<file path="src/rtl/hms_pkg.sv">
// Shared operation codes, order codes and time constants for the stopwatch.
`default_nettype none

package hms_pkg;

    // Operation codes carried by an input beat.
    typedef enum logic [2:0] {
        OP_QUERY = 3'd0,
        OP_TICK  = 3'd1,
        OP_CLEAR = 3'd2,
        OP_START = 3'd3,
        OP_STOP  = 3'd4
    } t_op;

    // Three-way order of the current time against the reference time.
    typedef enum logic [1:0] {
        ORD_EARLIER = 2'd0,
        ORD_EQUAL   = 2'd1,
        ORD_LATER   = 2'd2
    } t_order;

    // Radix of each digit.
    localparam int MS_PER_S  = 1000;
    localparam int S_PER_MIN = 60;
    localparam int MIN_PER_H = 60;

    // Widths of the fixed digits.
    localparam int MS_W  = 10;
    localparam int SEC_W = 6;
    localparam int MIN_W = 6;

    // Widths of the hour fields on the ports.
    localparam int REF_HOUR_W  = 16;
    localparam int DIFF_HOUR_W = 17;

    // Last value of each digit before it carries.
    localparam logic [MS_W-1:0]  MS_LAST  = MS_W'(MS_PER_S - 1);
    localparam logic [SEC_W-1:0] SEC_LAST = SEC_W'(S_PER_MIN - 1);
    localparam logic [MIN_W-1:0] MIN_LAST = MIN_W'(MIN_PER_H - 1);

endpackage

`default_nettype wire

</file>
<file path="src/rtl/hms_millisecond_stopwatch.sv">
// Top level of the hours/minutes/seconds/milliseconds stopwatch.
`default_nettype none

// The stopwatch takes one beat per clock cycle while it is not stalled and returns one result
// beat per input beat, in order. A beat is held in an input register, then the operation
// updates the time count and the difference to the reference is formed in one pass of logic
// that loads the result register, from which the result beat is presented. The rate is one
// beat per cycle while the result side is not stalled, as the combinational count update
// feeds the next beat. While the result register is stalled the input register still takes
// one more beat. Hours wrap at HOUR_WIDTH bits; the reported hours are the low 16 bits of
// the count.
module hms_millisecond_stopwatch #(
    parameter int HOUR_WIDTH = 16
) (
    input  wire logic                                 i_clk,
    input  wire logic                                 i_rst_n,
    input  wire logic                                 i_valid,
    output logic                                      o_stall,
    input  wire logic [2:0]                           i_operation,
    input  wire logic [hms_pkg::REF_HOUR_W-1:0]       i_ref_hours,
    input  wire logic [hms_pkg::MIN_W-1:0]            i_ref_minutes,
    input  wire logic [hms_pkg::SEC_W-1:0]            i_ref_seconds,
    input  wire logic [hms_pkg::MS_W-1:0]             i_ref_milliseconds,
    output logic                                      o_valid,
    input  wire logic                                 i_stall,
    output logic                                      o_is_running,
    output logic [hms_pkg::REF_HOUR_W-1:0]            o_now_hours,
    output logic [hms_pkg::MIN_W-1:0]                 o_now_minutes,
    output logic [hms_pkg::SEC_W-1:0]                 o_now_seconds,
    output logic [hms_pkg::MS_W-1:0]                  o_now_milliseconds,
    output logic signed [hms_pkg::DIFF_HOUR_W-1:0]    o_diff_hours,
    output logic [hms_pkg::MIN_W-1:0]                 o_diff_minutes,
    output logic [hms_pkg::SEC_W-1:0]                 o_diff_seconds,
    output logic [hms_pkg::MS_W-1:0]                  o_diff_milliseconds,
    output logic [1:0]                                o_order
);
    import hms_pkg::*;

    localparam int HX = (HOUR_WIDTH > REF_HOUR_W) ? HOUR_WIDTH : REF_HOUR_W;

    // Input register.
    logic                   r_in_valid;
    logic [2:0]             r_op;
    logic [REF_HOUR_W-1:0]  r_ref_hours;
    logic [MIN_W-1:0]       r_ref_minutes;
    logic [SEC_W-1:0]       r_ref_seconds;
    logic [MS_W-1:0]        r_ref_ms;

    // Time count and running flag.
    logic [HOUR_WIDTH-1:0]  r_hours;
    logic [MIN_W-1:0]       r_minutes;
    logic [SEC_W-1:0]       r_seconds;
    logic [MS_W-1:0]        r_ms;
    logic                   r_run;
    logic [HOUR_WIDTH-1:0]  n_hours;
    logic [MIN_W-1:0]       n_minutes;
    logic [SEC_W-1:0]       n_seconds;
    logic [MS_W-1:0]        n_ms;
    logic                   n_run;

    // Result register.
    logic                          r_out_valid;
    logic                          r_is_running;
    logic [REF_HOUR_W-1:0]         r_now_hours;
    logic [MIN_W-1:0]              r_now_minutes;
    logic [SEC_W-1:0]              r_now_seconds;
    logic [MS_W-1:0]               r_now_ms;
    logic signed [DIFF_HOUR_W-1:0] r_diff_hours;
    logic [MIN_W-1:0]              r_diff_minutes;
    logic [SEC_W-1:0]              r_diff_seconds;
    logic [MS_W-1:0]               r_diff_ms;
    t_order                        r_order;

    logic signed [DIFF_HOUR_W-1:0] diff_hours;
    logic [MIN_W-1:0]              diff_minutes;
    logic [SEC_W-1:0]              diff_seconds;
    logic [MS_W-1:0]               diff_ms;
    t_order                        diff_order;
    logic [HX-1:0]                 hours_ext;

    logic advance;
    logic in_accept;
    logic fire;

    // Handshake: the result register moves when empty or taken downstream.
    assign advance   = !r_out_valid || !i_stall;
    assign o_stall   = r_in_valid && !advance;
    assign in_accept = i_valid && !o_stall;
    assign fire      = r_in_valid && advance;

    // Input register.
    always_ff @(posedge i_clk) begin
        if (!i_rst_n) begin
            r_in_valid <= 1'b0;
        end else if (in_accept) begin
            r_in_valid <= 1'b1;
        end else if (advance) begin
            r_in_valid <= 1'b0;
        end
    end

    always_ff @(posedge i_clk) begin
        if (in_accept) begin
            r_op          <= i_operation;
            r_ref_hours   <= i_ref_hours;
            r_ref_minutes <= i_ref_minutes;
            r_ref_seconds <= i_ref_seconds;
            r_ref_ms      <= i_ref_milliseconds;
        end
    end

    // Next count: cascaded carries on a tick while running.
    always_comb begin
        n_hours   = r_hours;
        n_minutes = r_minutes;
        n_seconds = r_seconds;
        n_ms      = r_ms;
        n_run     = r_run;
        unique case (r_op)
            OP_TICK: begin
                if (r_run) begin
                    if (r_ms == MS_LAST) begin
                        n_ms = '0;
                        if (r_seconds == SEC_LAST) begin
                            n_seconds = '0;
                            if (r_minutes == MIN_LAST) begin
                                n_minutes = '0;
                                n_hours   = r_hours + {{(HOUR_WIDTH-1){1'b0}}, 1'b1};
                            end else begin
                                n_minutes = r_minutes + {{(MIN_W-1){1'b0}}, 1'b1};
                            end
                        end else begin
                            n_seconds = r_seconds + {{(SEC_W-1){1'b0}}, 1'b1};
                        end
                    end else begin
                        n_ms = r_ms + {{(MS_W-1){1'b0}}, 1'b1};
                    end
                end
            end
            OP_CLEAR: begin
                n_hours   = '0;
                n_minutes = '0;
                n_seconds = '0;
                n_ms      = '0;
            end
            OP_START: n_run = 1'b1;
            OP_STOP:  n_run = 1'b0;
            default:  ;
        endcase
    end

    // Count registers update once per beat leaving the input register.
    always_ff @(posedge i_clk) begin
        if (!i_rst_n) begin
            r_hours   <= '0;
            r_minutes <= '0;
            r_seconds <= '0;
            r_ms      <= '0;
            r_run     <= 1'b0;
        end else if (fire) begin
            r_hours   <= n_hours;
            r_minutes <= n_minutes;
            r_seconds <= n_seconds;
            r_ms      <= n_ms;
            r_run     <= n_run;
        end
    end

    // Difference of the updated time against the beat's reference.
    hms_diff #(
        .HOUR_WIDTH (HOUR_WIDTH)
    ) u_diff (
        .i_now_hours         (n_hours),
        .i_now_minutes       (n_minutes),
        .i_now_seconds       (n_seconds),
        .i_now_milliseconds  (n_ms),
        .i_ref_hours         (r_ref_hours),
        .i_ref_minutes       (r_ref_minutes),
        .i_ref_seconds       (r_ref_seconds),
        .i_ref_milliseconds  (r_ref_ms),
        .o_diff_hours        (diff_hours),
        .o_diff_minutes      (diff_minutes),
        .o_diff_seconds      (diff_seconds),
        .o_diff_milliseconds (diff_ms),
        .o_order             (diff_order)
    );

    assign hours_ext = HX'(n_hours);

    // Result register.
    always_ff @(posedge i_clk) begin
        if (!i_rst_n) begin
            r_out_valid <= 1'b0;
        end else if (advance) begin
            r_out_valid <= r_in_valid;
        end
    end

    always_ff @(posedge i_clk) begin
        if (fire) begin
            r_is_running   <= n_run;
            r_now_hours    <= hours_ext[REF_HOUR_W-1:0];
            r_now_minutes  <= n_minutes;
            r_now_seconds  <= n_seconds;
            r_now_ms       <= n_ms;
            r_diff_hours   <= diff_hours;
            r_diff_minutes <= diff_minutes;
            r_diff_seconds <= diff_seconds;
            r_diff_ms      <= diff_ms;
            r_order        <= diff_order;
        end
    end

    assign o_valid             = r_out_valid;
    assign o_is_running        = r_is_running;
    assign o_now_hours         = r_now_hours;
    assign o_now_minutes       = r_now_minutes;
    assign o_now_seconds       = r_now_seconds;
    assign o_now_milliseconds  = r_now_ms;
    assign o_diff_hours        = r_diff_hours;
    assign o_diff_minutes      = r_diff_minutes;
    assign o_diff_seconds      = r_diff_seconds;
    assign o_diff_milliseconds = r_diff_ms;
    assign o_order             = r_order;

`ifndef SYNTH
    // The lower digits of the count never leave their radix.
    a_digits_in_range: assert property (@(posedge i_clk) disable iff (!i_rst_n)
        (r_ms <= MS_LAST) && (r_seconds <= SEC_LAST) && (r_minutes <= MIN_LAST))
        else $error("stopwatch digit out of range");

    // A tick while stopped leaves the count untouched.
    a_stopped_tick_holds: assert property (@(posedge i_clk) disable iff (!i_rst_n)
        (fire && !r_run && r_op == OP_TICK) |=>
            ($stable(r_ms) && $stable(r_seconds) && $stable(r_minutes) && $stable(r_hours)))
        else $error("count moved on a tick while stopped");

    // Equal order means a zero difference in every digit.
    a_equal_is_zero: assert property (@(posedge i_clk) disable iff (!i_rst_n)
        (r_out_valid && r_order == ORD_EQUAL) |->
            (r_diff_hours == '0 && r_diff_minutes == '0 && r_diff_seconds == '0
             && r_diff_ms == '0))
        else $error("equal order with nonzero difference");

    // The count changes only when a beat leaves the input register.
    a_count_only_on_fire: assert property (@(posedge i_clk) disable iff (!i_rst_n)
        !fire |=> ($stable(r_ms) && $stable(r_hours) && $stable(r_run)))
        else $error("count changed without a beat");

    // A stalled result with a waiting beat keeps the input side stalled.
    a_stall_when_full: assert property (@(posedge i_clk) disable iff (!i_rst_n)
        (r_in_valid && r_out_valid && i_stall) |-> o_stall)
        else $error("input not stalled while both stages are full");
`endif

endmodule

`default_nettype wire

</file>
<file path="src/rtl/hms_diff.sv">
// Mixed-radix difference of current and reference time with floor borrows and order.
`default_nettype none

module hms_diff #(
    parameter int HOUR_WIDTH = 16
) (
    input  wire logic [HOUR_WIDTH-1:0]               i_now_hours,
    input  wire logic [hms_pkg::MIN_W-1:0]           i_now_minutes,
    input  wire logic [hms_pkg::SEC_W-1:0]           i_now_seconds,
    input  wire logic [hms_pkg::MS_W-1:0]            i_now_milliseconds,
    input  wire logic [hms_pkg::REF_HOUR_W-1:0]      i_ref_hours,
    input  wire logic [hms_pkg::MIN_W-1:0]           i_ref_minutes,
    input  wire logic [hms_pkg::SEC_W-1:0]           i_ref_seconds,
    input  wire logic [hms_pkg::MS_W-1:0]            i_ref_milliseconds,
    output logic signed [hms_pkg::DIFF_HOUR_W-1:0]   o_diff_hours,
    output logic [hms_pkg::MIN_W-1:0]                o_diff_minutes,
    output logic [hms_pkg::SEC_W-1:0]                o_diff_seconds,
    output logic [hms_pkg::MS_W-1:0]                 o_diff_milliseconds,
    output hms_pkg::t_order                          o_order
);
    import hms_pkg::*;

    // Hour arithmetic is wide enough for either operand plus the borrow and a sign.
    localparam int HX = (HOUR_WIDTH > REF_HOUR_W) ? HOUR_WIDTH : REF_HOUR_W;
    localparam int DW = HX + 2;

    logic signed [MS_W+1:0]  ms_raw;
    logic signed [MS_W+1:0]  ms_adj;
    logic [1:0]              ms_borrow;
    logic signed [SEC_W+1:0] sec_raw;
    logic signed [SEC_W+1:0] sec_adj;
    logic [1:0]              sec_borrow;
    logic signed [MIN_W+1:0] min_raw;
    logic signed [MIN_W+1:0] min_adj;
    logic [1:0]              min_borrow;
    logic signed [DW-1:0]    hour_raw;

    // Milliseconds: the raw difference lies in -1023..999, so at most two borrows.
    always_comb begin
        ms_raw = $signed({2'b00, i_now_milliseconds}) - $signed({2'b00, i_ref_milliseconds});
        if (ms_raw < -(MS_W+2)'(MS_PER_S)) begin
            ms_adj    = ms_raw + (MS_W+2)'(2 * MS_PER_S);
            ms_borrow = 2'd2;
        end else if (ms_raw < 0) begin
            ms_adj    = ms_raw + (MS_W+2)'(MS_PER_S);
            ms_borrow = 2'd1;
        end else begin
            ms_adj    = ms_raw;
            ms_borrow = 2'd0;
        end
    end

    // Seconds: raw difference lies in -65..59.
    always_comb begin
        sec_raw = $signed({2'b00, i_now_seconds}) - $signed({2'b00, i_ref_seconds})
                - $signed({{SEC_W{1'b0}}, ms_borrow});
        if (sec_raw < -(SEC_W+2)'(S_PER_MIN)) begin
            sec_adj    = sec_raw + (SEC_W+2)'(2 * S_PER_MIN);
            sec_borrow = 2'd2;
        end else if (sec_raw < 0) begin
            sec_adj    = sec_raw + (SEC_W+2)'(S_PER_MIN);
            sec_borrow = 2'd1;
        end else begin
            sec_adj    = sec_raw;
            sec_borrow = 2'd0;
        end
    end

    // Minutes: same range as seconds.
    always_comb begin
        min_raw = $signed({2'b00, i_now_minutes}) - $signed({2'b00, i_ref_minutes})
                - $signed({{MIN_W{1'b0}}, sec_borrow});
        if (min_raw < -(MIN_W+2)'(MIN_PER_H)) begin
            min_adj    = min_raw + (MIN_W+2)'(2 * MIN_PER_H);
            min_borrow = 2'd2;
        end else if (min_raw < 0) begin
            min_adj    = min_raw + (MIN_W+2)'(MIN_PER_H);
            min_borrow = 2'd1;
        end else begin
            min_adj    = min_raw;
            min_borrow = 2'd0;
        end
    end

    // Hours take the final borrow; the result is the floor hour quotient.
    assign hour_raw = $signed(DW'(i_now_hours)) - $signed(DW'(i_ref_hours))
                    - $signed(DW'(min_borrow));

    assign o_diff_hours        = hour_raw[DIFF_HOUR_W-1:0];
    assign o_diff_minutes      = min_adj[MIN_W-1:0];
    assign o_diff_seconds      = sec_adj[SEC_W-1:0];
    assign o_diff_milliseconds = ms_adj[MS_W-1:0];

    // The total difference is negative exactly when the floor hours are negative.
    always_comb begin
        if (hour_raw[DW-1]) begin
            o_order = ORD_EARLIER;
        end else if (hour_raw == '0 && min_adj == '0 && sec_adj == '0 && ms_adj == '0) begin
            o_order = ORD_EQUAL;
        end else begin
            o_order = ORD_LATER;
        end
    end

endmodule

`default_nettype wire
</file>
<file path="config.mk">
export PLATFORM = sky130hd
export DESIGN_NAME = hms_millisecond_stopwatch
export DESIGN_NICKNAME = d
export VERILOG_FILES = /design/src/rtl/hms_pkg.sv /design/src/rtl/hms_millisecond_stopwatch.sv /design/src/rtl/hms_diff.sv
export SDC_FILE = /design/constraint.sdc
export NUM_CORES = 1
export LEC_CHECK = 0
export BUFFER_PORTS_ARGS = -buffer_cell sky130_fd_sc_hd__buf_2
export CORE_UTILIZATION = 61
export CTS_BUF_LIST = sky130_fd_sc_hd__clkbuf_4
export CTS_CLUSTER_DIAMETER = 80
export DETAILED_ROUTE_END_ITERATION = 10
export PLACE_DENSITY = 0.83
export SYNTH_ARGS = -nofsm -noshare
export SYNTH_HDL_FRONTEND = slang
export SYNTH_SLANG_ARGS = --single-unit
</file>
<file path="constraint.sdc">
create_clock -name i_clk -period 13.4 [get_ports i_clk]
set_clock_uncertainty 0.15 [all_clocks]
set_input_delay 0.67 -clock i_clk [delete_from_list [all_inputs] [get_ports i_clk]]
set_output_delay 0.67 -clock i_clk [all_outputs]
set_load 0.05 [all_outputs]
</file>
---- After elaboration in Yosys (flattened, before gate mapping) ----
Cells that the tools add are included.
cells by class
  add/subtract/negate cells ............... 17
  multipliers ............................. 0
  div/mod/pow operators ................... 0
  magnitude comparators ................... 6
  equal/unequal tests ..................... 7
  shifts and indexed selects .............. 0
  multiplexer cells ....................... 33
  bitwise gates (word level) .............. 0
  reductions and logical operators ........ 16
operator list
  kind                    count
  $mux 16                 4
  $mux 6                  7
  $mux 8                  4
  $pmux 16 s2             1
  $mux 12                 2
  $pmux 6 s2              2
  $mux 10                 2
  $pmux 10 s2             1
  $logic_not 18->1        1
  $sub 18x3->18           1
  $sub 16x16->17          1
  $add 16x1->16 const B   1
  $add 8x7->8 const B     2
  $add 8x8->8 const B     2
  $logic_not 8->1         2
  $lt 8x1->1 const B      2
  $lt 8x7->1 const B      2
  $sub 7x3->8             2
  $sub 6x6->7             2
  $add 11x11->12 const B  1
  $add 11x12->12 const B  1
  $add 6x1->6 const B     2
  $eq 6x6->1 const B      2
  $logic_not 12->1        1
  15 further kinds        31
word-level totals
  flip-flop bits (word level) ............. 162
  latch bits .............................. 0
  bits in writable memories ............... 0
  ROM bits ................................ 0
  input port bits ......................... 45
  output and inout port bits .............. 82
  logic and storage cells ................. 101
  memories ................................ 0

---- Logic depth before layout (Yosys ltp) ----
  word-level depth ........................ 22
  mapped depth ............................ 52
  gate-level depth less buffers ........... 50

---- Hierarchy ----
Synthesis repeated with hierarchy kept, for this count alone.
unflattened totals
  cells, all modules ...................... 1149
  area, all modules ....................... 10867.9 um2
by module, submodules not included
  module                     times used  cells each  area an instance (um2)  seq. area each (um2)
  hms_millisecond_stopwatch  1           561         6722.7                  4454.3
  hms_diff                   1           588         4145.2                  0.0

---- Worst setup path after synthesis ----
Ideal clock, no wire load.
  kind .................................... reg2reg
  start point ............................. register r_ms[0]
  end point ............................... register r_order[1], in the netlist o_order[1], data pin
  setup time .............................. 255 ps
  arrival time ............................ 10882 ps
  required time ........................... 12995 ps
  slack ................................... 2114 ps
  cell stages (with the launch flop) ...... 47
  buffers on the path ..................... 4
  clock period less this slack ............ 11286 ps
  cells stage by stage .................... dfxtp_1 > ha_1 > nor4bb_1 > nand4_1 > a21oi_1 > nor2_1 > ha_1 > buf_4 > nor2_1 > a211o_2 > a21boi_0 > o2111ai_1 > nor2_1 > nand2_1 > o31a_2 > ha_1 > nor2b_1 > nor2_1 > [... 11 more ...] > ha_1 > nor3_1 > nand2_1 > xnor2_1 > nand2_1 > a221oi_1 > o21ai_0 > ha_1 > inv_1 > fa_1 > clkbuf_1 > or3_1 > buf_4 > nor3_1 > xor2_1 > or4_1 > or4_4 > o21ba_1
between the ends
  cells in the longest elaborated chain, start to end .. 22
  elaborated cells on any way between the ends .. 53
  classes of those cells .................. 14 x add/sub; 6 x order compare; 1 x eq/ne; 25 x mux; 7 x reduce/logical
ends and longest elaborated chain
  what                                           line                                                                RTL
  start, declared                                hms_millisecond_stopwatch.sv:53                                     logic [MS_W-1:0] r_ms;
  start signal, assigned                         hms_millisecond_stopwatch.sv:164                                    r_ms <= n_ms;
  $add 10x1->10 or $eq 10x10->1 (tied branches)  hms_millisecond_stopwatch.sv:136, hms_millisecond_stopwatch.sv:122
  $mux 10 *                                      hms_millisecond_stopwatch.sv:122                                    if (r_ms == MS_LAST) begin
  $mux 10 *                                      hms_millisecond_stopwatch.sv:121                                    if (r_run) begin
  $pmux 10 s2 *                                  hms_millisecond_stopwatch.sv:119                                    unique case (r_op)
  named net n_ms[3]                              hms_millisecond_stopwatch.sv:58                                     logic [MS_W-1:0] n_ms;
  $sub 10x10->11 *                               hms_diff.sv:40                                                      ms_raw = $signed({2'b00, i_now_milliseconds}) - $signed({2'b00, i_ref_milliseconds});
  $lt 11x1->1                                    hms_diff.sv:44                                                      end else if (ms_raw < 0) begin
  $mux 1                                         hms_diff.sv:44
  [... 6 more ...]                               --
  $lt 8x1->1                                     hms_diff.sv:76                                                      end else if (min_raw < 0) begin
  $mux 1                                         hms_diff.sv:76
  $mux 2 *                                       hms_diff.sv:73                                                      if (min_raw < -(MIN_W+2)'(MIN_PER_H)) begin
  $sub 18x3->18 *                                hms_diff.sv:87                                                      - $signed(DW'(min_borrow));
  named net diff_hours[12]                       hms_millisecond_stopwatch.sv:74                                     logic signed [DIFF_HOUR_W-1:0] diff_hours;
  $logic_not 18->1 *                             hms_diff.sv:98                                                      end else if (hour_raw == '0 && min_adj == '0 && sec_adj == '0 && ms_adj == '0) begin
  $logic_and 1x1->1 * (3 in a row)               hms_diff.sv:98
  $mux 2 *                                       hms_diff.sv:98
  end signal, assigned                           hms_millisecond_stopwatch.sv:210                                    r_order <= diff_order;
  end, declared                                  hms_millisecond_stopwatch.sv:72                                     t_order r_order;
Mark *: on every way through the listed nets, which the timed path passes. The rest lies on a longest branch.
A chain may end at the register's enable or synchronous reset.

---- Worst setup path after layout ----
  start point ............................. register r_op[1]
  end point ............................... register r_order[1], in the netlist o_order[1], data pin
between the ends
  cells in the longest elaborated chain, start to end .. 20
  elaborated cells on any way between the ends .. 45
  classes of those cells .................. 13 x add/sub; 6 x order compare; 2 x eq/ne; 17 x mux; 7 x reduce/logical
ends and longest elaborated chain
  what                                      line                              RTL
  start, declared                           hms_millisecond_stopwatch.sv:43   logic [2:0] r_op;
  start signal, assigned                    hms_millisecond_stopwatch.sv:104  r_op <= i_operation;
  $eq 3x2->1 or $eq 3x1->1 (tied branches)  hms_millisecond_stopwatch.sv:119
  $pmux 10 s2 *                             hms_millisecond_stopwatch.sv:119
  named net n_ms[5]                         hms_millisecond_stopwatch.sv:58
  $sub 10x10->11 *                          hms_diff.sv:40
  $lt 11x1->1                               hms_diff.sv:44
  $mux 1                                    hms_diff.sv:44
  $mux 2 *                                  hms_diff.sv:41                    if (ms_raw < -(MS_W+2)'(MS_PER_S)) begin
  $sub 7x3->8 *                             hms_diff.sv:56                    - $signed({{SEC_W{1'b0}}, ms_borrow});
  [... 4 more ...]                          --
  $lt 8x1->1                                hms_diff.sv:76
  $mux 1                                    hms_diff.sv:76
  $mux 2 *                                  hms_diff.sv:73
  $sub 18x3->18 *                           hms_diff.sv:87
  named net diff_hours[12]                  hms_millisecond_stopwatch.sv:74
  $logic_not 18->1 *                        hms_diff.sv:98
  $logic_and 1x1->1 * (3 in a row)          hms_diff.sv:98
  $mux 2 *                                  hms_diff.sv:98
Marks and branches as above.

==> results.toml <==
[job]
drv_cap = 0

[floorplan]
core_region_area_um2 = 17200
die_area_um2 = 18100
start_util = 0.622
dieWidth_um = 134
rows = 48
die-height_um = 134
ioPinCount = 127

[synth]
synth_nets = 1247
ys_seq_area_frac = 0.417
netlist.top_cell.by_area = "edfxtp_1"
syn_area_um2 = 10700
synth_area_per_cell_um2 = 9.42
synth_seq_cells = 162
synthTopCellsByCount = "124 x nand2_1, 121 x edfxtp_1, 84 x inv_1, 84 x nor2_1, 63 x o21ai_0"
synth-edff-count = 121
async_reset_ff_frac = 0
synth_area_leaders = "edfxtp_1 34%, dfxtp_1 7.7%, ha_1 7.3%"
synth_warnings = 0
synth_most_common_cell = "nand2_1"
syn_inst = 1135
yosysUniqueCellTypes = 98
ys.flop_type = "edfxtp_1"
yosys.area.top_type_share = 0.340

[setup_path]
ff2ff_setup_slack_ns = 0.94
r2r-start = "r_op[1]$_DFFE_PP_"
max_stage_delay_ns = 0.57
worstSetupPathType = "register to register"
arrival_ns = 12.68
critPathRequiredTime_ns = 13.62
crit_family = "simple AND/OR/NAND/NOR gates"
endpoint_kind = "register"
ff2ff_path_depth = 44
worstSetupStartpointType = "register"
regToRegEndpoint = "o_order[1]$_SDFFCE_PP0P_"
critPathSlowestCell = "fa_1"
crit_buf_inv = 1
critPathMaxFanout = 15

[global_routing]
grt_usage = 0.301
grt_max_degree = 67
grt_overflow = 0
grt_pass1_vias = 8019
grt_first_pass_wirelength_mm = 41.7
antenna_found_initial = 1

[routing]
drt-wirelength-per-cell_um = 17.8
first_pass_iters = 11
wl_met2_mm = 11.9
routedLengthMet1_mm = 12.1
vias = 9067
wirelength_mm = 26.4
met3_wirelength_mm = 1.83
drt_iter0_drc = 846
viasPerCell = 6.10
ant_nets = 0
highest_layer = "met4"
drc = 1

[clocking]
cts_tree = "built"
clk_pin_slew_ns = 0.15
numClockSinks = 162
cts_inserted_buffers = 17
h-tree-depth = 4
cts_root_buf = "clkbuf_4"
clk_path_buf_depth = 2
clk_latency_ns = 0.61

[timing]
setup_ws_ns = 0.937
finalSetupTns_ns = 0
rsz0062_at_grt = "false"
fmax_ghz = 0.0802
slew_viol_final = 0
fin_crit_sh = 0.930
final_hold_viol_count = 0
relSlewSlack = 0.178
period_minus_slack_ns = 12.46
setup_viol = 0
holdWs_ns = 0.0742
worst_pin_slew_ns = 1.22

[power]
power_density_nw_per_um2 = 110
total_power_mw = 1.31
leakage_nw = 4.66
ir_drop_uv = 90.9

[cells_and_area]
finalNonFillerCells = 1486
drive_gt1_frac = 0.170
regArea_um2 = 4450
fillers = 1372
fin_nets = 1359
multi_input_area_um2 = 5760
area_growth_pct = 10.6
stdcell_area_um2 = 11800
fin_util = 0.688

[placed_design]
dp_cells = 1452
dpl_cell_area_um2 = 11500
dpl.hpwl_mm = 20.0
place.gp.congestion = 0.990
io_buffers = 126
post-place-ws_ns = 0.402

[min_path]
hold_path_end = "r_ref_ms[8]$_DFFE_PP_"
hp-class = "primary input to register"
timing.hold.worst_path_depth = 1
min_from = "i_ref_milliseconds[8]"

[status]
violations = "design-rule violations"
outcome = "finished with violations"
==> timing repair <==
action	in CTS	in global routing
gates resized for setup	0	8
buffers inserted	0	1
hold buffers	0	0
setup endpoints to repair	0	2
==> power breakdown <==
part           leakage (nW)  switching, mW  total [mW]  internal [mW]
Sequential             1.47         0.0124       0.592          0.579
Clock                 0.167          0.182       0.317          0.134
Combinational          3.02          0.273       0.397          0.125
Total                  4.66          0.467        1.31          0.839
==> cell usage in the layout, fill, tap and decap left out, types with 9 or more instances in the layout <==
cell,instances
buf_2,126
nand2_1,124
edfxtp_1,121
inv_1,84
nor2_1,84
o21ai_0,63
ha_1,62
a21oi_1,47
dfxtp_1,41
xnor2_1,37
nand3_1,34
a21boi_0,26
xor2_1,24
nor3_1,21
clkbuf_4,19
a31oi_1,18
nand2b_1,17
a211oi_1,17
o31ai_1,16
mux2i_1,13
nor3b_1,13
or3_1,12
o211ai_1,12
nor2b_1,11
nand4_1,11
nor4_1,11
and2_1,11
a21o_1,9
==> cell families after synthesis <==
group                      synth area share
and+or+nand+nor                       0.190
AOI/OAI and AO/OA                     0.199
DFF                                   0.417
buffers and inverters                0.0481
adders and majority gates            0.0819
xor gates and xnor gates             0.0508
muxes                                0.0132
==> registers in the layout, summed over array words and instances, names as in the netlist, 10 cells and up <==
signal               count
r_ref_ms                10
r_ref_hours             16
o_now_milliseconds      10
o_now_hours             16
r_ms                    10
r_hours                 16
o_diff_hours            17
o_diff_milliseconds     10
==> metal layers <==
metal,up-vias,global-route usage
met5,-,0
met4,0,0.0974
met3,47,0.0514
met2,358,0.465
met1,4242,0.429
li1,4420,-
==> how the worst max path moves through the flow <==
| stage | from | to | cells after the start |
|---|---|---|---|
| 3_3_place_gp | r_op[0]$_DFFE_PP_ | o_order[1]$_SDFFCE_PP0P_ | 42 |
| 5_1_grt | r_op[1]$_DFFE_PP_ | o_order[1]$_SDFFCE_PP0P_ | 44 |
| 2_1_floorplan | r_ms[0]$_SDFFE_PN0P_ | o_order[1]$_SDFFCE_PP0P_ | 46 |
| 4_1_cts | r_ms[0]$_SDFFE_PN0P_ | o_order[1]$_SDFFCE_PP0P_ | 42 |
| 6_report | r_op[1]$_DFFE_PP_ | o_order[1]$_SDFFCE_PP0P_ | 44 |
| 3_5_place_dp | r_ms[0]$_SDFFE_PN0P_ | o_order[1]$_SDFFCE_PP0P_ | 42 |
==> cell type report <==
type,count,area share
multi-input combinational,845,0.487
antenna,1,0.000212
sequential,162,0.377
inverter,87,0.0283
timing repair buffer,134,0.0584
clock inverter,13,0.0133
tap,225,0.0238
clock buffer,19,0.0121
Power figures use the tool's default switching activity.
